--- src/hdl/sorted_value_frequency_table_macros.svh ---
// ----------------------------------------------------------------------------
// Assertion macros for the sorted value frequency table
// Shorthand for clocked, reset-qualified concurrent assertions.
// ----------------------------------------------------------------------------
`ifndef SORTED_VALUE_FREQUENCY_TABLE_MACROS_SVH
`define SORTED_VALUE_FREQUENCY_TABLE_MACROS_SVH

// A property that must hold in every cycle outside reset.
`define SVFT_ASSERT(lbl, prop, msg) \
  lbl: assert property (@(posedge clk_i) disable iff (!rst_ni) (prop)) else $error(msg);

// A condition in one cycle that forces a consequence in the next cycle.
`define SVFT_ASSERT_NEXT(lbl, ante, cons, msg) \
  lbl: assert property (@(posedge clk_i) disable iff (!rst_ni) (ante) |=> (cons)) \
    else $error(msg);

`endif

--- src/hdl/svft_pkg.sv ---
// ----------------------------------------------------------------------------
// svft_pkg
// Types, constants and helpers shared by the frequency table and its cells.
// ----------------------------------------------------------------------------
package svft_pkg;

  localparam int Capacity  = 32;
  localparam int CountBits = 16;
  localparam int OccBits   = $clog2(Capacity + 1);

  typedef enum logic {
    OP_INSERT = 1'b0,
    OP_DUMP   = 1'b1
  } op_e;

  typedef enum logic [1:0] {
    ST_NEW  = 2'd0,
    ST_DUP  = 2'd1,
    ST_FULL = 2'd2,
    ST_DUMP = 2'd3
  } status_e;

  typedef enum logic [1:0] {
    CMD_HOLD   = 2'd0,
    CMD_INSERT = 2'd1,
    CMD_SORT   = 2'd2,
    CMD_ROTATE = 2'd3
  } cmd_e;

  typedef struct packed {
    op_e                op;
    logic signed [31:0] value;
  } req_t;

  typedef struct packed {
    logic signed [31:0] entry_value;
    logic [15:0]        entry_count;
    status_e            status;
    logic               last;
  } rsp_t;

  typedef struct packed {
    logic signed [31:0]   value;
    logic [CountBits-1:0] count;
  } entry_t;

  // Per-cell control issued by the sequencer.
  typedef struct packed {
    cmd_e cmd;
    logic valid;    // cell holds an occupied entry
    logic tail;     // cell holds the last occupied entry
    logic lead;     // cell is the left member of a pair in this sort phase
    logic pair_ok;  // right neighbor is occupied too
    logic append;   // cell takes the new value on this insert
  } cell_ctl_t;

  // Low 16 bits of a count, zero-extended when counts are narrower.
  function automatic logic [15:0] count_out(logic [CountBits-1:0] c);
    logic [CountBits+15:0] w;
    w = {16'b0, c};
    return w[15:0];
  endfunction

endpackage

--- src/hdl/svft_cell.sv ---
// ----------------------------------------------------------------------------
// svft_cell
// One table entry: matches and counts, compare-swaps with its right neighbor
// during the sort, and shifts toward the head while the table is streamed.
// ----------------------------------------------------------------------------
module svft_cell (
  input  logic                         clk_i,
  input  svft_pkg::cell_ctl_t          ctl_i,
  input  logic signed [31:0]           key_i,
  input  svft_pkg::entry_t             left_i,
  input  svft_pkg::entry_t             right_i,
  input  svft_pkg::entry_t             head_i,
  input  logic                         swap_left_i,
  output svft_pkg::entry_t             ent_o,
  output logic                         swap_o,
  output logic                         match_o,
  output logic [svft_pkg::CountBits-1:0] hit_cnt_o
);

  svft_pkg::entry_t               ent_q, ent_d;
  logic [svft_pkg::CountBits-1:0] bumped;

  assign match_o = ctl_i.valid && (ent_q.value == key_i);
  assign bumped  = (&ent_q.count) ? ent_q.count
                                  : ent_q.count + svft_pkg::CountBits'(1);
  assign hit_cnt_o = match_o ? bumped : '0;
  assign swap_o  = ctl_i.lead && ctl_i.pair_ok &&
                   ($signed(ent_q.value) > $signed(right_i.value));

  always_comb begin
    ent_d = ent_q;
    case (ctl_i.cmd)
      svft_pkg::CMD_INSERT: begin
        if (match_o) begin
          ent_d.count = bumped;
        end else if (ctl_i.append) begin
          ent_d.value = key_i;
          ent_d.count = svft_pkg::CountBits'(1);
        end
      end
      svft_pkg::CMD_SORT: begin
        if (swap_o) begin
          ent_d = right_i;
        end else if (swap_left_i) begin
          ent_d = left_i;
        end
      end
      svft_pkg::CMD_ROTATE: begin
        // The head entry wraps into the tail so the table is whole again
        // once every occupied entry has passed the head.
        if (ctl_i.valid) begin
          ent_d = ctl_i.tail ? head_i : right_i;
        end
      end
      default: ent_d = ent_q;
    endcase
  end

  always_ff @(posedge clk_i) begin
    ent_q <= ent_d;
  end

  assign ent_o = ent_q;

endmodule

--- config.mk ---
export PLATFORM = sky130hd
export DESIGN_NAME = svft_cell
export DESIGN_NICKNAME = d
export VERILOG_FILES = /design/src/hdl/sorted_value_frequency_table_macros.svh /design/src/hdl/svft_pkg.sv /design/src/hdl/svft_cell.sv
export SDC_FILE = /design/constraint.sdc
export NUM_CORES = 1
export LEC_CHECK = 0
export ABC_AREA = 1
export ABC_CLOCK_PERIOD_IN_PS = 10100
export BUFFER_PORTS_ARGS = -buffer_cell sky130_fd_sc_hd__buf_2
export CORE_MARGIN = 5
export CORE_UTILIZATION = 43
export DETAILED_ROUTE_END_ITERATION = 8
export PLACE_DENSITY = 0.77
export SKIP_CTS_REPAIR_TIMING = 1
export SYNTH_ARGS = -nofsm -noshare
export SYNTH_HDL_FRONTEND = slang
export SYNTH_SLANG_ARGS = --single-unit
--- constraint.sdc ---
create_clock -name clk_i -period 10.1 [get_ports clk_i]
set_input_delay 2.525 -clock clk_i [delete_from_list [all_inputs] [get_ports clk_i]]
set_output_delay 2.525 -clock clk_i [all_outputs]
set_load 0.02 [all_outputs]
==> flow_results.xml <==
<?xml version="1.0" encoding="UTF-8"?>
<metrics>
  <group name="final_layout">
    <metric name="area_growth" unit="%">25.5</metric>
    <metric name="final-instance-count-excl-fill" unit="">1270</metric>
    <metric name="largest_register_ffs" unit="">48</metric>
    <metric name="final_net_count" unit="">1314</metric>
    <metric name="post_route_cells_drive_above_1_share" unit="%">26.3</metric>
    <metric name="final_util" unit="%">55.7</metric>
  </group>
  <group name="global_routing">
    <metric name="globalRouteTotalUtil" unit="%">26.6</metric>
    <metric name="first_global_vias" unit="">6734</metric>
    <metric name="grt_max_degree" unit="">96</metric>
    <metric name="globalRouteOverflowTotal" unit="">0</metric>
    <metric name="grt_first_pass_wirelength" unit="microns">34000</metric>
    <metric name="antenna_violations_before_repair" unit="">3</metric>
  </group>
  <group name="routing">
    <metric name="detail_route.wirelength" unit="microns">21700</metric>
    <metric name="first_pass_iters" unit="">7</metric>
    <metric name="wl_per_cell" unit="microns">17.1</metric>
    <metric name="drt-vias-per-instance" unit="">5.44</metric>
    <metric name="dr.first_iter.drc_count" unit="">728</metric>
    <metric name="vias" unit="">6904</metric>
    <metric name="postRouteAntennaNets" unit="">0</metric>
    <metric name="drcViolationCount" unit="">0</metric>
  </group>
  <group name="clock_network">
    <metric name="clk_transition_reported_paths" unit="ps">70</metric>
    <metric name="cts.htree.levels" unit="">2</metric>
    <metric name="worst_skew_pair.late_latency" unit="ps">290</metric>
    <metric name="worst_case_clock_buffer_depth" unit="">2</metric>
    <metric name="cts_inserted_buffers" unit="">5</metric>
    <metric name="clock-root-buffer" unit="">clkbuf_16</metric>
    <metric name="clkSinkCount" unit="">48</metric>
    <metric name="tritoncts" unit="">done</metric>
  </group>
  <group name="pwr">
    <metric name="pwr-share-seq" unit="%">35.7</metric>
    <metric name="totalPowerFinal" unit="mW">0.769</metric>
    <metric name="peakVddDrop" unit="mV">0.0619</metric>
    <metric name="switching_power" unit="mW">0.300</metric>
    <metric name="share_comb_of_total_power" unit="%">38.6</metric>
    <metric name="power.internal" unit="mW">0.469</metric>
    <metric name="power.static_leakage" unit="nW">3.88</metric>
    <metric name="switching_share" unit="%">39.0</metric>
    <metric name="power.share.clock" unit="%">25.6</metric>
    <metric name="power-per-cell-area" unit="mW/mm^2">109</metric>
  </group>
  <group name="critical_path">
    <metric name="critical_path_peak_fanout" unit="">48</metric>
    <metric name="worst_setup_path_start_kind" unit="">input port</metric>
    <metric name="cp_cell_sequence" unit="">buf_2 &gt; inv_1 &gt; ha_1 &gt; a21oi_1 &gt; o21ai_0 &gt; nand2_1 &gt; nand2_1 &gt; a21oi_1 &gt; nand2_1 &gt; nand2_2 &gt; nand3_4 &gt; inv_1 &gt; buf_2</metric>
    <metric name="worstPathRequired" unit="ps">7580</metric>
    <metric name="critical_path_buf_inv_count" unit="">4</metric>
    <metric name="timing.setup.critical_path_class" unit="">input port to output port</metric>
    <metric name="cp_slowest_cell" unit="">nand2_2</metric>
    <metric name="worst_path_dominant_cell_family" unit="">simple AND/OR/NAND/NOR gates</metric>
    <metric name="critical_path.endpoint_type" unit="">output port</metric>
    <metric name="largest_incremental_delay_on_the_critical_path" unit="ps">760</metric>
    <metric name="critPathMostFrequentCell" unit="">nand2_1</metric>
    <metric name="cp_data_arrival_time" unit="ps">4880</metric>
  </group>
  <group name="yosys">
    <metric name="synth_top_family_by_area" unit="">simple AND/OR/NAND/NOR gates</metric>
    <metric name="post_synth_instance_area" unit="sq mm">0.00564</metric>
    <metric name="ys_seq_elements" unit="">48</metric>
    <metric name="synth.lib_cells_used.distinct" unit="">42</metric>
    <metric name="synth.yosys.warnings" unit="">0</metric>
    <metric name="synthCells" unit="">877</metric>
    <metric name="yosys.area_share.xor_xnor" unit="%">1.55</metric>
    <metric name="synth.area.mux_share" unit="%">0</metric>
    <metric name="synth_fa_ha_area_share" unit="%">7.32</metric>
    <metric name="synth_nets" unit="">1095</metric>
    <metric name="synth_seq_area_share" unit="%">25.5</metric>
    <metric name="compound_gate_portion_of_the_synthesized_area" unit="%">13.7</metric>
    <metric name="syn_area_per_cell" unit="sq um">6.43</metric>
    <metric name="yosys.area_share.simple" unit="%">36.5</metric>
  </group>
  <group name="placed_design">
    <metric name="portBuffers" unit="">250</metric>
    <metric name="place.gp.congestion" unit="">0.927</metric>
    <metric name="detailedPlacementHpwl" unit="microns">16300</metric>
    <metric name="place_ws" unit="ps">2740</metric>
    <metric name="post-place-cells" unit="">1261</metric>
  </group>
  <group name="sta">
    <metric name="min_cycle_time_layout" unit="ps">7400</metric>
    <metric name="drv_slew" unit="">0</metric>
    <metric name="finalHoldViolCount" unit="">0</metric>
    <metric name="timing.slew.headroom" unit="%">25.7</metric>
    <metric name="finalSetupViolations" unit="">0</metric>
    <metric name="rsz0062_at_grt" unit="">false</metric>
    <metric name="worst_skew" unit="ps">9.01</metric>
    <metric name="postLayoutSetupSlackWorst" unit="ps">2700</metric>
    <metric name="setup_tns" unit="ps">0</metric>
    <metric name="achievable-frequency" unit="GHz">0.135</metric>
    <metric name="min_period_over_period" unit="%">73.3</metric>
    <metric name="worst_slew_pin_slew" unit="ps">1110</metric>
  </group>
  <group name="floorplan">
    <metric name="core_area" unit="sq mm">0.0127</metric>
    <metric name="dieWidth" unit="microns">125</metric>
    <metric name="fp.dieArea" unit="sq mm">0.0155</metric>
    <metric name="initial_core_util" unit="%">44.3</metric>
    <metric name="core.rowCount" unit="">41</metric>
    <metric name="io_pins" unit="">251</metric>
    <metric name="chipHeight" unit="microns">125</metric>
  </group>
  <group name="hold_path">
    <metric name="hp-class" unit="">flip-flop to flip-flop</metric>
  </group>
  <group name="run">
    <metric name="timing.max_cap.violations" unit="">0</metric>
  </group>
  <group name="outcome">
    <metric name="status" unit="">completed</metric>
  </group>
</metrics>
## cells in the final DEF, fill, tap and decap left out, drive strengths merged, types with 2 or more instances in the layout
cell type  count
edfxtp        48
nor3           9
o21ai         58
xnor2          4
xor2           6
and3           3
a21oi         64
o22ai          7
a31oi          4
o21a           3
nor2          41
ha            33
buf          257
nor4           2
nand3        118
nand4         54
a21o           2
inv          157
clkinv         4
clkbuf         6
nand3b         3
nand2        200
or2            4
o211ai         4
## area by class of cell
type,count,area (sq um)
diodes,1,2.50
clock buffers,6,129
clock inverters,2,35.0
fillers,1313,5640
inverters,160,601
multi-input cells,624,3350
flip-flops and latches,48,1440
well taps,172,215
repair buffers,257,1300
## layer usage
metal / track usage, % / share of wire (%) / vias to the layer above
li1: - / - / 3375
met1: 32.5 / 39 / 3018
met5: 0 / 0.097 / -
met3: 6.56 / 11 / 53
met2: 45.2 / 47 / 454
met4: 9.80 / 2.8 / 4
## synthesized netlist by cell type, drive strengths merged
cell | instances | area (sq um)
nand2 | 200 | 761
a211oi | 1 | 7.51
buf | 27 | 200
o211ai | 4 | 30.0
and2 | 1 | 6.26
inv | 158 | 593
a21oi | 64 | 324
o21a | 3 | 22.5
clkinv | 2 | 7.51
xnor2 | 4 | 35.0
nand3b | 3 | 22.5
clkbuf | 18 | 67.6
nor4 | 2 | 12.5
nor2 | 41 | 174
o22ai | 7 | 43.8
o2111ai | 1 | 8.76
nor3b | 1 | 12.5
or2 | 4 | 25.0
edfxtp | 48 | 1440
nand3 | 118 | 626
a31oi | 4 | 25.0
a22oi | 1 | 7.51
o21ai | 58 | 290
xor2 | 6 | 52.6
and3 | 3 | 18.8
nand4 | 54 | 338
a21o | 2 | 15.0
nor3 | 9 | 61.3
ha | 33 | 413
## power groups by stage
stage	registers (mW)	clock network [mW]	logic, mW
2_1_floorplan	0.297	0	0.168
6_report	0.275	0.197	0.297
4_1_cts	0.274	0.197	0.295
3_3_place_gp	0.278	0	0.291
3_5_place_dp	0.279	0	0.293
5_1_grt	0.277	0.205	0.328
## worst reg2reg max path: stages (launching register included)
cell,delay [ps]
edfxtp_1,440
ha_1,320
a21oi_1,170
o21ai_0,160
nand2_1,90
nand2_1,50
a21oi_1,190
nand2_1,100
nand2_2,760
nand3_4,140
buf_4,370
nand2_1,160
o21ai_1,120
nor2_4,850
## kinds of logic after synthesis
family | count (synthesis)
AOI/OAI and AO/OA | 145
xor gates and xnor gates | 10
adders and majority gates | 33
buffers and inverters | 205
DFF | 48
and+or+nand+nor | 436
## stage by stage
stage / instance area, sq um / hold slack, ps
finish: 7080 / 801
floorplan: 5640 / 858
CTS: 7080 / 799
global placement: 6920 / 772
global route: 7080 / 852
detailed placement: 6920 / 780
## path summary, 6_finish.rpt
kind | cells past startpoint | slack (ps) | end | start
hold reg to reg | 4 | 800 | ent_o[8] | ent_o[8]
setup reg to reg | 13 | 5780 | ent_o[47] | ent_o[43]
hold / removal | 4 | 800 | ent_o[8] | ent_o[8]
setup / recovery | 13 | 2700 | swap_o | right_i[43]
(Power assumes the default switching activity.)
